==> src/hdl/hsvc_pkg.sv <==
package hsvc_pkg;

    localparam int FULL_SCALE_DEF = 1000;

    localparam int HUE_W  = 12;
    localparam int SAT_W  = 10;
    localparam int VAL_W  = 10;
    localparam int DUTY_W = 10;
    localparam int FRAC_W = 10;
    localparam int PROD_W = SAT_W + FRAC_W;

    localparam int HUE_CIRCLE  = 3600;
    localparam int SECTOR_SPAN = 600;

    // pipeline layout
    localparam int TERMS_STAGES = 3;
    localparam int DIV_STAGES   = 3;
    localparam int PIPE_DEPTH   = TERMS_STAGES + DIV_STAGES + 1;

    typedef enum logic [2:0] {
        SECT_0,
        SECT_1,
        SECT_2,
        SECT_3,
        SECT_4,
        SECT_5
    } sector_t;

    typedef struct packed {
        sector_t             sector;
        logic [FRAC_W-1:0]   frac;
    } hue_split_t;

    function automatic int scale_w(input int fs);
        return $clog2(fs + 1);
    endfunction

    function automatic int den_w(input int fs);
        return $clog2(SECTOR_SPAN * fs + 1);
    endfunction

    function automatic int np_w(input int fs);
        return VAL_W + scale_w(fs);
    endfunction

    function automatic int nq_w(input int fs);
        return VAL_W + den_w(fs);
    endfunction

    // sector and fraction of a hue, out-of-circle hue wraps to zero
    function automatic hue_split_t hue_split(input logic [HUE_W-1:0] hue);
        hue_split_t       res;
        logic [HUE_W-1:0] h;
        h = (hue >= HUE_W'(HUE_CIRCLE)) ? '0 : hue;
        if (h >= HUE_W'(5 * SECTOR_SPAN))
        begin
            res.sector = SECT_5;
            res.frac   = FRAC_W'(h - HUE_W'(5 * SECTOR_SPAN));
        end
        else if (h >= HUE_W'(4 * SECTOR_SPAN))
        begin
            res.sector = SECT_4;
            res.frac   = FRAC_W'(h - HUE_W'(4 * SECTOR_SPAN));
        end
        else if (h >= HUE_W'(3 * SECTOR_SPAN))
        begin
            res.sector = SECT_3;
            res.frac   = FRAC_W'(h - HUE_W'(3 * SECTOR_SPAN));
        end
        else if (h >= HUE_W'(2 * SECTOR_SPAN))
        begin
            res.sector = SECT_2;
            res.frac   = FRAC_W'(h - HUE_W'(2 * SECTOR_SPAN));
        end
        else if (h >= HUE_W'(SECTOR_SPAN))
        begin
            res.sector = SECT_1;
            res.frac   = FRAC_W'(h - HUE_W'(SECTOR_SPAN));
        end
        else
        begin
            res.sector = SECT_0;
            res.frac   = FRAC_W'(h);
        end
        return res;
    endfunction

endpackage

==> src/hdl/hsvc_in_if.sv <==
interface hsvc_in_if;
    import hsvc_pkg::*;

    logic              valid;
    logic              ready;
    logic [HUE_W-1:0]  hue;
    logic [SAT_W-1:0]  saturation;
    logic [VAL_W-1:0]  brightness;

    modport source (output valid, hue, saturation, brightness, input ready);
    modport sink   (input valid, hue, saturation, brightness, output ready);
endinterface

==> src/hdl/hsvc_out_if.sv <==
interface hsvc_out_if;
    import hsvc_pkg::*;

    logic               valid;
    logic               ready;
    logic [DUTY_W-1:0]  red_duty;
    logic [DUTY_W-1:0]  green_duty;
    logic [DUTY_W-1:0]  blue_duty;

    modport source (output valid, red_duty, green_duty, blue_duty, input ready);
    modport sink   (input valid, red_duty, green_duty, blue_duty, output ready);
endinterface

==> src/hdl/hsv_to_rgb_converter.sv <==
// channel | role   | fields                                         | transaction
// --------+--------+------------------------------------------------+---------------
// hsv     | sink   | hue[11:0] saturation[9:0] brightness[9:0]      | valid && ready
// rgb     | source | red_duty[9:0] green_duty[9:0] blue_duty[9:0]   | valid && ready
//
// one transaction per clock sustained while the output is not stalled; seven register
// stages (three term stages, three divider stages and the channel-map output register),
// and a result passes the term stages, then the divider stages, into the output register
// each stage has its own valid bit and advances when empty or when the stage after
// it moves, so bubbles close up while the output is stalled
// reset clears only the valid bits; payload registers are not reset
module hsv_to_rgb_converter #(
    parameter int FULL_SCALE = hsvc_pkg::FULL_SCALE_DEF
) (
    input  logic       clk,
    input  logic       rst_n,
    hsvc_in_if.sink    hsv,
    hsvc_out_if.source rgb
);
    import hsvc_pkg::*;

    localparam int NP_W       = np_w(FULL_SCALE);
    localparam int NQ_W       = nq_w(FULL_SCALE);
    localparam int DIV_FIRST  = TERMS_STAGES + 1;
    localparam int DIV_LAST   = TERMS_STAGES + DIV_STAGES;
    localparam int OUT_STAGE  = PIPE_DEPTH;

    // stage control: en[k] loads stage k
    logic [PIPE_DEPTH:1]   vld_reg;
    logic [PIPE_DEPTH:1]   vld_next;
    logic [PIPE_DEPTH+1:1] en;

    always_comb
    begin
        en[PIPE_DEPTH+1] = rgb.ready;
        for (int k = PIPE_DEPTH; k >= 1; k--)
        begin
            en[k] = !vld_reg[k] || en[k+1];
        end
    end

    always_comb
    begin
        vld_next[1] = en[1] ? hsv.valid : vld_reg[1];
        for (int k = 2; k <= PIPE_DEPTH; k++)
        begin
            vld_next[k] = en[k] ? vld_reg[k-1] : vld_reg[k];
        end
    end

    always_ff @(posedge clk or negedge rst_n)
    begin
        if (!rst_n)
        begin
            vld_reg <= '0;
        end
        else
        begin
            vld_reg <= vld_next;
        end
    end

    assign hsv.ready = en[1];
    assign rgb.valid = vld_reg[OUT_STAGE];

    // term numerators: p over M, q and t over 600*M
    logic [NP_W-1:0]  np;
    logic [NQ_W-1:0]  nq;
    logic [NQ_W-1:0]  nt;
    logic [VAL_W-1:0] val_t;
    sector_t          sector_t3;

    hsvc_terms #(
        .FULL_SCALE (FULL_SCALE)
    ) u_terms (
        .clk        (clk),
        .en         (en[TERMS_STAGES:1]),
        .hue        (hsv.hue),
        .saturation (hsv.saturation),
        .brightness (hsv.brightness),
        .np         (np),
        .nq         (nq),
        .nt         (nt),
        .val        (val_t),
        .sector     (sector_t3)
    );

    // constant dividers, one per term
    logic [DUTY_W-1:0] p_term;
    logic [DUTY_W-1:0] q_term;
    logic [DUTY_W-1:0] t_term;

    hsvc_cdiv #(
        .NUM_W   (NP_W),
        .DIVISOR (FULL_SCALE)
    ) u_div_p (
        .clk (clk),
        .en  (en[DIV_LAST:DIV_FIRST]),
        .num (np),
        .quo (p_term)
    );

    hsvc_cdiv #(
        .NUM_W   (NQ_W),
        .DIVISOR (SECTOR_SPAN * FULL_SCALE)
    ) u_div_q (
        .clk (clk),
        .en  (en[DIV_LAST:DIV_FIRST]),
        .num (nq),
        .quo (q_term)
    );

    hsvc_cdiv #(
        .NUM_W   (NQ_W),
        .DIVISOR (SECTOR_SPAN * FULL_SCALE)
    ) u_div_t (
        .clk (clk),
        .en  (en[DIV_LAST:DIV_FIRST]),
        .num (nt),
        .quo (t_term)
    );

    // sector and value ride alongside the dividers
    sector_t          sector_d_reg [DIV_STAGES];
    logic [VAL_W-1:0] val_d_reg    [DIV_STAGES];

    always_ff @(posedge clk)
    begin
        if (en[DIV_FIRST])
        begin
            sector_d_reg[0] <= sector_t3;
            val_d_reg[0]    <= val_t;
        end
        for (int k = 1; k < DIV_STAGES; k++)
        begin
            if (en[DIV_FIRST + k])
            begin
                sector_d_reg[k] <= sector_d_reg[k-1];
                val_d_reg[k]    <= val_d_reg[k-1];
            end
        end
    end

    // channel map by sector, into the output register
    logic [DUTY_W-1:0] v_term;
    logic [DUTY_W-1:0] red_next;
    logic [DUTY_W-1:0] green_next;
    logic [DUTY_W-1:0] blue_next;
    logic [DUTY_W-1:0] red_reg;
    logic [DUTY_W-1:0] green_reg;
    logic [DUTY_W-1:0] blue_reg;

    assign v_term = DUTY_W'(val_d_reg[DIV_STAGES-1]);

    always_comb
    begin
        case (sector_d_reg[DIV_STAGES-1])
            SECT_0:
            begin
                red_next = v_term; green_next = t_term; blue_next = p_term;
            end
            SECT_1:
            begin
                red_next = q_term; green_next = v_term; blue_next = p_term;
            end
            SECT_2:
            begin
                red_next = p_term; green_next = v_term; blue_next = t_term;
            end
            SECT_3:
            begin
                red_next = p_term; green_next = q_term; blue_next = v_term;
            end
            SECT_4:
            begin
                red_next = t_term; green_next = p_term; blue_next = v_term;
            end
            SECT_5:
            begin
                red_next = v_term; green_next = p_term; blue_next = q_term;
            end
            default:
            begin
                red_next = v_term; green_next = p_term; blue_next = q_term;
            end
        endcase
    end

    always_ff @(posedge clk)
    begin
        if (en[OUT_STAGE])
        begin
            red_reg   <= red_next;
            green_reg <= green_next;
            blue_reg  <= blue_next;
        end
    end

    assign rgb.red_duty   = red_reg;
    assign rgb.green_duty = green_reg;
    assign rgb.blue_duty  = blue_reg;

endmodule

==> src/hdl/hsvc_terms.sv <==
module hsvc_terms #(
    parameter int FULL_SCALE = hsvc_pkg::FULL_SCALE_DEF
) (
    input  logic                                   clk,
    input  logic [hsvc_pkg::TERMS_STAGES-1:0]      en,
    input  logic [hsvc_pkg::HUE_W-1:0]             hue,
    input  logic [hsvc_pkg::SAT_W-1:0]             saturation,
    input  logic [hsvc_pkg::VAL_W-1:0]             brightness,
    output logic [hsvc_pkg::np_w(FULL_SCALE)-1:0]  np,
    output logic [hsvc_pkg::nq_w(FULL_SCALE)-1:0]  nq,
    output logic [hsvc_pkg::nq_w(FULL_SCALE)-1:0]  nt,
    output logic [hsvc_pkg::VAL_W-1:0]             val,
    output hsvc_pkg::sector_t                      sector
);
    import hsvc_pkg::*;

    localparam int SC_W = scale_w(FULL_SCALE);
    localparam int DN_W = den_w(FULL_SCALE);
    localparam int NP_W = np_w(FULL_SCALE);
    localparam int NQ_W = nq_w(FULL_SCALE);

    localparam logic [SAT_W-1:0] SAT_CAP =
        (FULL_SCALE >= (1 << SAT_W)) ? '1 : SAT_W'(FULL_SCALE);
    localparam logic [VAL_W-1:0] VAL_CAP =
        (FULL_SCALE >= (1 << VAL_W)) ? '1 : VAL_W'(FULL_SCALE);
    localparam logic [SC_W-1:0] SCALE_V = SC_W'(FULL_SCALE);
    localparam logic [DN_W-1:0] DEN_V   = DN_W'(SECTOR_SPAN * FULL_SCALE);

    // stage 1: hue split, clamp to full scale
    hue_split_t        split_next;
    logic [SAT_W-1:0]  sat_next;
    logic [VAL_W-1:0]  val_next;

    sector_t           sector_s1_reg;
    logic [FRAC_W-1:0] frac_s1_reg;
    logic [SAT_W-1:0]  sat_s1_reg;
    logic [VAL_W-1:0]  val_s1_reg;

    always_comb
    begin
        split_next = hue_split(hue);
        sat_next   = (saturation > SAT_CAP) ? SAT_CAP : saturation;
        val_next   = (brightness > VAL_CAP) ? VAL_CAP : brightness;
    end

    always_ff @(posedge clk)
    begin
        if (en[0])
        begin
            sector_s1_reg <= split_next.sector;
            frac_s1_reg   <= split_next.frac;
            sat_s1_reg    <= sat_next;
            val_s1_reg    <= val_next;
        end
    end

    // stage 2: p numerator, s*f and s*(600-f)
    logic [SC_W-1:0]   diff_next;
    logic [NP_W-1:0]   np_next;
    logic [PROD_W-1:0] sf_next;
    logic [PROD_W-1:0] sg_next;

    sector_t           sector_s2_reg;
    logic [VAL_W-1:0]  val_s2_reg;
    logic [NP_W-1:0]   np_s2_reg;
    logic [PROD_W-1:0] sf_s2_reg;
    logic [PROD_W-1:0] sg_s2_reg;

    always_comb
    begin
        diff_next = SCALE_V - SC_W'(sat_s1_reg);
        np_next   = NP_W'(val_s1_reg) * NP_W'(diff_next);
        sf_next   = PROD_W'(sat_s1_reg) * PROD_W'(frac_s1_reg);
        sg_next   = PROD_W'(sat_s1_reg)
                  * PROD_W'(FRAC_W'(SECTOR_SPAN) - frac_s1_reg);
    end

    always_ff @(posedge clk)
    begin
        if (en[1])
        begin
            sector_s2_reg <= sector_s1_reg;
            val_s2_reg    <= val_s1_reg;
            np_s2_reg     <= np_next;
            sf_s2_reg     <= sf_next;
            sg_s2_reg     <= sg_next;
        end
    end

    // stage 3: q and t numerators
    logic [DN_W-1:0]   qd_next;
    logic [DN_W-1:0]   td_next;
    logic [NQ_W-1:0]   nq_next;
    logic [NQ_W-1:0]   nt_next;

    sector_t           sector_s3_reg;
    logic [VAL_W-1:0]  val_s3_reg;
    logic [NP_W-1:0]   np_s3_reg;
    logic [NQ_W-1:0]   nq_s3_reg;
    logic [NQ_W-1:0]   nt_s3_reg;

    always_comb
    begin
        qd_next = DEN_V - DN_W'(sf_s2_reg);
        td_next = DEN_V - DN_W'(sg_s2_reg);
        nq_next = NQ_W'(val_s2_reg) * NQ_W'(qd_next);
        nt_next = NQ_W'(val_s2_reg) * NQ_W'(td_next);
    end

    always_ff @(posedge clk)
    begin
        if (en[2])
        begin
            sector_s3_reg <= sector_s2_reg;
            val_s3_reg    <= val_s2_reg;
            np_s3_reg     <= np_s2_reg;
            nq_s3_reg     <= nq_next;
            nt_s3_reg     <= nt_next;
        end
    end

    assign np     = np_s3_reg;
    assign nq     = nq_s3_reg;
    assign nt     = nt_s3_reg;
    assign val    = val_s3_reg;
    assign sector = sector_s3_reg;

endmodule

==> src/hdl/hsvc_cdiv.sv <==
module hsvc_cdiv #(
    parameter int NUM_W   = 22,
    parameter int DIVISOR = hsvc_pkg::FULL_SCALE_DEF
) (
    input  logic                               clk,
    input  logic [hsvc_pkg::DIV_STAGES-1:0]    en,
    input  logic [NUM_W-1:0]                   num,
    output logic [hsvc_pkg::DUTY_W-1:0]        quo
);
    import hsvc_pkg::*;

    // floor(2^NUM_W / DIVISOR) underestimates the quotient by at most one
    localparam logic [63:0] RECIP = (64'd1 << NUM_W) / 64'(DIVISOR);
    localparam int R_W   = $clog2(RECIP + 1);
    localparam int PRD_W = NUM_W + R_W;
    localparam int REM_W = $clog2(2 * DIVISOR);
    localparam logic [R_W-1:0]   RECIP_V = R_W'(RECIP);
    localparam logic [NUM_W-1:0] DIV_V   = NUM_W'(DIVISOR);
    localparam logic [REM_W-1:0] DIV_R   = REM_W'(DIVISOR);

    // stage a: estimate by reciprocal
    logic [PRD_W-1:0]  prd_next;
    logic [DUTY_W-1:0] est_a_reg;
    logic [NUM_W-1:0]  num_a_reg;

    assign prd_next = PRD_W'(num) * PRD_W'(RECIP_V);

    always_ff @(posedge clk)
    begin
        if (en[0])
        begin
            est_a_reg <= prd_next[NUM_W +: DUTY_W];
            num_a_reg <= num;
        end
    end

    // stage b: remainder, below twice the divisor
    logic [NUM_W-1:0]  back_next;
    logic [NUM_W-1:0]  rem_next;
    logic [DUTY_W-1:0] est_b_reg;
    logic [REM_W-1:0]  rem_b_reg;

    always_comb
    begin
        back_next = NUM_W'(est_a_reg) * DIV_V;
        rem_next  = num_a_reg - back_next;
    end

    always_ff @(posedge clk)
    begin
        if (en[1])
        begin
            est_b_reg <= est_a_reg;
            rem_b_reg <= rem_next[REM_W-1:0];
        end
    end

    // stage c: correct by one
    logic [DUTY_W-1:0] quo_c_reg;

    always_ff @(posedge clk)
    begin
        if (en[2])
        begin
            quo_c_reg <= est_b_reg + DUTY_W'(rem_b_reg >= DIV_R);
        end
    end

    assign quo = quo_c_reg;

endmodule

==> src/flat_wrapper.sv <==
// flat-port wrapper written by rule: the top's interface ports become plain ports
module hsv_to_rgb_converter_flat import hsvc_pkg::*;
#(
    parameter int FULL_SCALE = hsvc_pkg::FULL_SCALE_DEF
)
  (clk, rst_n, hsv_valid, hsv_hue, hsv_saturation, hsv_brightness, hsv_ready, rgb_valid, rgb_red_duty, rgb_green_duty, rgb_blue_duty, rgb_ready);
  hsvc_in_if hsv_i ();
  hsvc_out_if rgb_i ();
  input  logic clk;
  input  logic rst_n;
  input wire logic [$bits(hsv_i.valid)-1:0] hsv_valid;
  input wire logic [$bits(hsv_i.hue)-1:0] hsv_hue;
  input wire logic [$bits(hsv_i.saturation)-1:0] hsv_saturation;
  input wire logic [$bits(hsv_i.brightness)-1:0] hsv_brightness;
  output wire logic [$bits(hsv_i.ready)-1:0] hsv_ready;
  output wire logic [$bits(rgb_i.valid)-1:0] rgb_valid;
  output wire logic [$bits(rgb_i.red_duty)-1:0] rgb_red_duty;
  output wire logic [$bits(rgb_i.green_duty)-1:0] rgb_green_duty;
  output wire logic [$bits(rgb_i.blue_duty)-1:0] rgb_blue_duty;
  input wire logic [$bits(rgb_i.ready)-1:0] rgb_ready;
  assign hsv_i.valid = hsv_valid;
  assign hsv_i.hue = hsv_hue;
  assign hsv_i.saturation = hsv_saturation;
  assign hsv_i.brightness = hsv_brightness;
  assign hsv_ready = hsv_i.ready;
  assign rgb_valid = rgb_i.valid;
  assign rgb_red_duty = rgb_i.red_duty;
  assign rgb_green_duty = rgb_i.green_duty;
  assign rgb_blue_duty = rgb_i.blue_duty;
  assign rgb_i.ready = rgb_ready;
  hsv_to_rgb_converter #(.FULL_SCALE(FULL_SCALE)) u_core (.clk(clk), .rst_n(rst_n), .hsv(hsv_i), .rgb(rgb_i));
endmodule
==> config.mk <==
export PLATFORM = sky130hd
export DESIGN_NAME = hsv_to_rgb_converter_flat
export DESIGN_NICKNAME = d
export VERILOG_FILES = /design/src/hdl/hsvc_pkg.sv /design/src/hdl/hsvc_in_if.sv /design/src/hdl/hsvc_out_if.sv /design/src/hdl/hsv_to_rgb_converter.sv /design/src/hdl/hsvc_terms.sv /design/src/hdl/hsvc_cdiv.sv /design/src/flat_wrapper.sv
export SDC_FILE = /design/constraint.sdc
export NUM_CORES = 2
export LEC_CHECK = 0
export BUFFER_PORTS_ARGS = -buffer_cell sky130_fd_sc_hd__buf_2
export CAP_MARGIN = 20
export CORE_UTILIZATION = 64
export CTS_BUF_LIST = sky130_fd_sc_hd__clkbuf_8
export DETAILED_ROUTE_END_ITERATION = 10
export PLACE_DENSITY_LB_ADDON = 0.1
export SLEW_MARGIN = 0
export SYNTH_ARGS = -nofsm -noshare
export SYNTH_HDL_FRONTEND = slang
export SYNTH_SLANG_ARGS = --single-unit
==> constraint.sdc <==
create_clock -name clk -period 8.9 [get_ports clk]
set_input_delay 1.78 -clock clk [delete_from_list [all_inputs] [get_ports clk]]
set_output_delay 1.78 -clock clk [all_outputs]
set_load 0.02 [all_outputs]
## Word-level counts from Yosys, hierarchy flattened

Memories as Yosys holds them, arrays and structs flattened.
Cells that the tools add are included.

| operators by class | value |
|---|---|
| reduce and logical (&&, ||, !) cells | 20 |
| shift-type cells | 0 |
| magnitude comparators | 11 |
| $mul | 11 |
| equality and inequality tests | 4 |
| $add $sub $neg | 15 |
| divide/modulo/power cells | 0 |
| mux-type cells | 15 |
| bitwise gates (word level) | 0 |

Operators by type and width:

| cell | number |
|---|---|
| $pmux W10 S3 | 3 |
| $mul A30 B11 Y40 const B | 2 |
| $mul A10 B20 Y30 | 2 |
| $ge A21 B20 Y1 const B | 2 |
| $sub A21 B21 Y21 | 2 |
| $mul A10 B10 Y20 | 2 |
| $sub A20 B20 Y20 const A | 2 |
| $ge A12 B12 Y1 const B | 3 |
| $mux W12 | 3 |
| $add A10 B1 Y10 | 3 |
| $mul A10 B14 Y15 const B | 2 |
| $sub A10 B10 Y10 const B | 3 |
| $mul A20 B8 Y27 const B | 1 |
| $ge A12 B11 Y1 const B | 2 |
| $mux W11 | 2 |
| $gt A10 B10 Y1 const B | 2 |
| $mul A11 B11 Y20 | 1 |
| $ge A12 B10 Y1 const B | 1 |
| $ge A11 B10 Y1 const B | 1 |
| $sub A10 B10 Y11 const A | 1 |
| $sub A11 B11 Y11 | 1 |
| $mul A10 B7 Y8 const B | 1 |
| $mux W10 | 1 |
| $reduce_or A2 Y1 | 5 |
| other kinds (10) | 28 |

| word-level totals | value |
|---|---|
| flip-flop bits (word level) | 432 |
| bits in latches | 0 |
| memory bits (read-only) | 0 |
| word-level logic and storage cells | 118 |
| memories kept | 2 |
| RAM bits | 39 |

Memory list:

| name | words | width | read ports | clocked after Yosys merged registers in | wr ports | RTL line | RTL |
|---|---|---|---|---|---|---|---|
| u_core.val_d_reg | 3 | 10 | 3 | 0 | 3 | hsv_to_rgb_converter.sv:125 | `logic [VAL_W-1:0] val_d_reg [DIV_STAGES];` |
| u_core.sector_d_reg | 3 | 3 | 3 | 0 | 3 | hsv_to_rgb_converter.sv:124 | `sector_t sector_d_reg [DIV_STAGES];` |

## Depth between registers and ports, before layout

| logic depth | value |
|---|---|
| depth in word-level cells | 8 |
| depth in mapped cells | 29 |
| depth with buffers taken out | 28 |

## By module

From an unflattened synthesis, not the netlist that was laid out.

| second synthesis, totals | value |
|---|---|
| cells, all modules | 5779 |
| area total of the unflattened synthesis | 59651.0 µm² |

Modules (own cells, without submodules):

| module | area an instance (µm²) | times used | cells each |
|---|---|---|---|
| hsvc_terms | 30566.8 | 1 | 3136 |
| hsvc_cdiv (u_core.u_div_q ...) | 10767.8 | 2 | 1022 |
| hsvc_cdiv (u_core.u_div_p) | 3860.0 | 1 | 332 |
| hsv_to_rgb_converter | 3688.5 | 1 | 267 |

## Least setup slack after synthesis

OpenSTA, ideal clock, no wires.

| timing path | value |
|---|---|
| path kind | input -> output |
| start point | input port rgb_ready |
| end point | output port hsv_ready |
| slack | 1152 ps |
| arrival | 5968 ps |
| cell stages on the path | 4 |
| data required time | 7120 ps |
| cell sequence | nor2b_1 nand3_1 nor2_1 nand4_1 |

| on the way | value |
|---|---|
| cells in the longest elaborated chain, start to end | 7 |

Ends and longest elaborated chain:

| element | RTL line | RTL |
|---|---|---|
| from (decl) | flat_wrapper.sv:20 | `input wire logic [$bits(rgb_i.ready)-1:0] rgb_ready;` |
| $logic_or A1 B1 Y1 (3 in series) | hsv_to_rgb_converter.sv:38 | `en[k] = !vld_reg[k] \|\| en[k+1];` |
| net u_core.en (one bit) | hsv_to_rgb_converter.sv:31 | `logic [PIPE_DEPTH+1:1] en;` |
| $logic_or A1 B1 Y1 (4 in series) | hsv_to_rgb_converter.sv:38 |  |
| to (decl) | flat_wrapper.sv:15 | `output wire logic [$bits(hsv_i.ready)-1:0] hsv_ready;` |

The timed path passes the listed nets, and every way through them passes these cells.

## Worst setup path in the final report

| timing path | value |
|---|---|
| start point | register u_core.u_terms.sf_s2_reg[0] |
| end point | register u_core.u_terms.nq_s3_reg[29] (netlist: u_core.u_terms.nq[29]), data pin |

| on the way | value |
|---|---|
| cells in the longest elaborated chain, start to end | 2 |

Ends and longest elaborated chain:

| element | RTL line | RTL |
|---|---|---|
| from (decl) | hsvc_terms.sv:66 | `logic [PROD_W-1:0] sf_s2_reg;` |
| from (signal assigned) | hsvc_terms.sv:85 | `sf_s2_reg <= sf_next;` |
| $sub A20 B20 Y20 | hsvc_terms.sv:104 | `qd_next = DEN_V - DN_W'(sf_s2_reg);` |
| $mul A10 B20 Y30 | hsvc_terms.sv:106 | `nq_next = NQ_W'(val_s2_reg) * NQ_W'(qd_next);` |
| net u_core.u_terms.nq_next[29] | hsvc_terms.sv:93 | `logic [NQ_W-1:0] nq_next;` |
| to (signal assigned) | hsvc_terms.sv:117 | `nq_s3_reg <= nq_next;` |
| to (decl) | hsvc_terms.sv:99 | `logic [NQ_W-1:0] nq_s3_reg;` |

The timed path passes the listed nets, and every way through them passes these cells.
A chain may end at the register's enable or synchronous reset.

==> results.md <==
- Worst-Skew Late Latency: 0.69 ns
- # port buffers: 67
- R2R cell count: 27
- CORE AREA: 88900 µm²
- Syn avg cell area: 10.6 µm²
- I/O pins: 68
- Total wire length: 114000 µm
- DIE AREA: 91700 µm²
- CTS Buffer Depth: 3
- DRT Pass-1 Iters: 5
- Final-report setup violation count: 0
- Die outline height: 303 µm
- Fin. Hold Viols: 0
- Worst r2r src: u_core.u_terms.sf_s2_reg[0]$_DFFE_PP_
- CTS Hold Buffers Added: 0
- Initial Util: 65.1%
- Fraction of registers with async set/reset: 1.59%
- Count of cells resized by post-cts repair: 0
- Via-to-Cell Ratio: 5.45
- H-tree levels: 3
- Mapped Area: 57900 µm²
- Total grt overflow: 0
- Number of distinct library cells after synthesis: 79
- CP Data Arrival Time: 8.01 ns
- Post-synth net total: 7158
- DRT iter0 DRCs: 1708
- DP Worst Slack: 1.33 ns
- Vias: 36900
- Cells after Synth: 5486
- Nets: 7217
- Setup CP Type: reg -> reg
- Post-CTS setup buffers: 0
- CTS clk-pin slew, worst paths: 0.06 ns
- RSZ-0062 raised after global routing: false
- Post-synth EDFFs: 432
- Layout Skew: 0.0470 ns
- Crit-path max FO: 15
- Worst path required time: 9.33 ns
- Clock buffer count from CTS: 77
- Setup crit start: u_core.u_terms.sf_s2_reg[0]$_DFFE_PP_
- Routed Antenna Nets: 0
- Most common cell after layout, fill and taps aside: inv_1
- Antenna violations before repair: 2
- Layout Area Growth over Synthesis: 5.49%
- Status: finished clean
- Most frequent cells in the layout: inv_1, fa_1, ha_1
- Hold WS: 0.385 ns
- Worst-Margin Slew: 1.07 ns
- Hold WC Path Type: reg -> reg
- Post-route minimum period: 7.58 ns
- GRT Util Overall: 26.5%
- Achievable frequency: 0.132 GHz
- CTS tree: built
- RePlAce Congestion: 0.900
- CTS root buf: clkbuf_8
- Post-Layout Inst Area: 61100 µm²
- Setup crit start kind: flip-flop
- Nature of the critical path endpoint: flip-flop
- Relative slew slack: 28.7%
- Synth Warn #: 0
- Hold_sp: u_core.u_terms.val[6]$_DFFE_PP_
- Predominant post-synthesis flop cell: edfxtp_1
- Clock sink count: 439
- Std-Cell Rows: 109
- Reg-to-reg endpoint: u_core.u_terms.nq[29]$_DFFE_PP_
- First-pass GRT wire length: 194000 µm
- Die X-Extent: 303 µm
- Final setup TNS: 0 ns
- Flop2flop setup slack: 1.32 ns
- Post-synthesis sequential element count: 439
- DRC violations left: 0
- Placed cell areas: 59500 µm²
- Slack of the critical path: 1.32 ns
- Slew Viols, Final: 0
- Share of layout cells above drive strength 1: 4.99%
- Sequential-to-total area share from yosys stat: 22.7%
- Max-cap check violation count: 0
- WL/cell: 16.8 µm
- Period utilisation layout: 85.2%
- Vias in the first global route: 39700
- Largest net degree at the start of global routing: 82
- Hold Path End: u_core.val_d_reg[0][6]$_DFFE_PP_
- Detailed placement HPWL: 92200 µm
- Worst Hold Depth: 0
through the flow:
stage          utilization [%]  std cells
2_1_floorplan                -       5486
5_1_grt                   68.7       6774
4_1_cts                   68.6       6770
3_3_place_gp              66.9       6628
6_report                  68.7       6774
3_5_place_dp              66.9       6628
routing by layer:
layer  share of wire [%]  GRT usage (%)  vias to the layer above  routed length (µm)
li1                    -              -                    17600                   -
met1                  46           36.2                    18400               52000
met2                  48           44.7                      699               54700
met3                 4.1           3.62                      167                4670
met4                 2.1           6.71                        0                2420
met5                   0              0                        -                   0
cell usage after synthesis (10+ instances only):
cell      count  area share, %
ha_1        757             16
xnor2_1     211            3.2
nand3_1      56           0.48
nand2_1     407            2.6
a211oi_1     32           0.41
nand4_1      15           0.16
nand2b_1     28           0.30
and3_1       30           0.32
xor2_1       76            1.1
nor2b_1      35           0.38
a21o_1       60           0.78
o21ai_0      76           0.66
clkbuf_1    107           0.69
nor3_1       40           0.35
o21bai_1     23           0.30
a211o_1      11           0.17
o211ai_1     11           0.14
mux2_2       28           0.54
o21ai_1      10          0.086
o21a_1       13           0.17
o22ai_1      19           0.21
fa_1        879             30
edfxtp_1    432             22
o31ai_1      14           0.18
and2_1      375            4.1
nor2_1      185            1.2
inv_1      1199            7.8
mux2i_1      25           0.43
a21oi_1     169            1.5
or2_2        10           0.11
final cells by class:
| cell class | instances | area (µm²) |
|---|---|---|
| tap | 1165 | 1460 |
| multi-input combinational | 3725 | 39800 |
| inverter | 1199 | 4500 |
| clock inverter | 64 | 412 |
| sequential | 439 | 13100 |
| antenna | 1 | 2.50 |
| clock buffer | 78 | 1070 |
| timing repair buffer | 103 | 666 |
| fill | 6780 | 27900 |
how the worst max path moves through the flow:
stage | end | slack [ns] | cells past startpoint
finish | u_core.u_terms.nq[29]$_DFFE_PP_ | 1.32 | 27
global route | u_core.u_terms.nq[29]$_DFFE_PP_ | 0.73 | 26
CTS | u_core.u_terms.nq[27]$_DFFE_PP_ | 1.26 | 28
detailed placement | u_core.u_terms.nq[29]$_DFFE_PP_ | 1.33 | 27
global placement | u_core.u_terms.nq[29]$_DFFE_PP_ | 1.52 | 24
floorplan | hsv_ready | 1.15 | 4
logic make-up after synthesis:
family          Yosys count  synth area share [%]
mux                      53                 0.977
xor+xnor                290                  4.43
simple gates           1216                  10.5
compound gates          530                  6.06
fa+ha+maj              1636                  46.8
buf+inv                1322                  8.59
flops                   439                  22.7
critical path, stage by stage, from the launching register on:
cell,delay [ns]
edfxtp_1,0.63
inv_1,0.17
ha_1,0.21
or3b_1,0.42
a21oi_1,0.25
nand2b_1,0.11
nand2_1,0.11
nand2_1,0.13
a21oi_2,0.17
xnor2_1,0.40
nand2_1,0.18
fa_1,0.57
inv_1,0.05
fa_1,0.48
fa_1,0.50
fa_1,0.49
inv_1,0.05
fa_1,0.47
inv_1,0.04
ha_1,0.35
a21o_1,0.21
a41oi_1,0.17
o31ai_1,0.09
a21o_1,0.19
a211o_1,0.29
a311o_1,0.28
a21oi_1,0.18
xor2_1,0.09
Power is not shown: default switching activity piles up to over one toggle a cycle in this logic, so the estimate is an artifact.
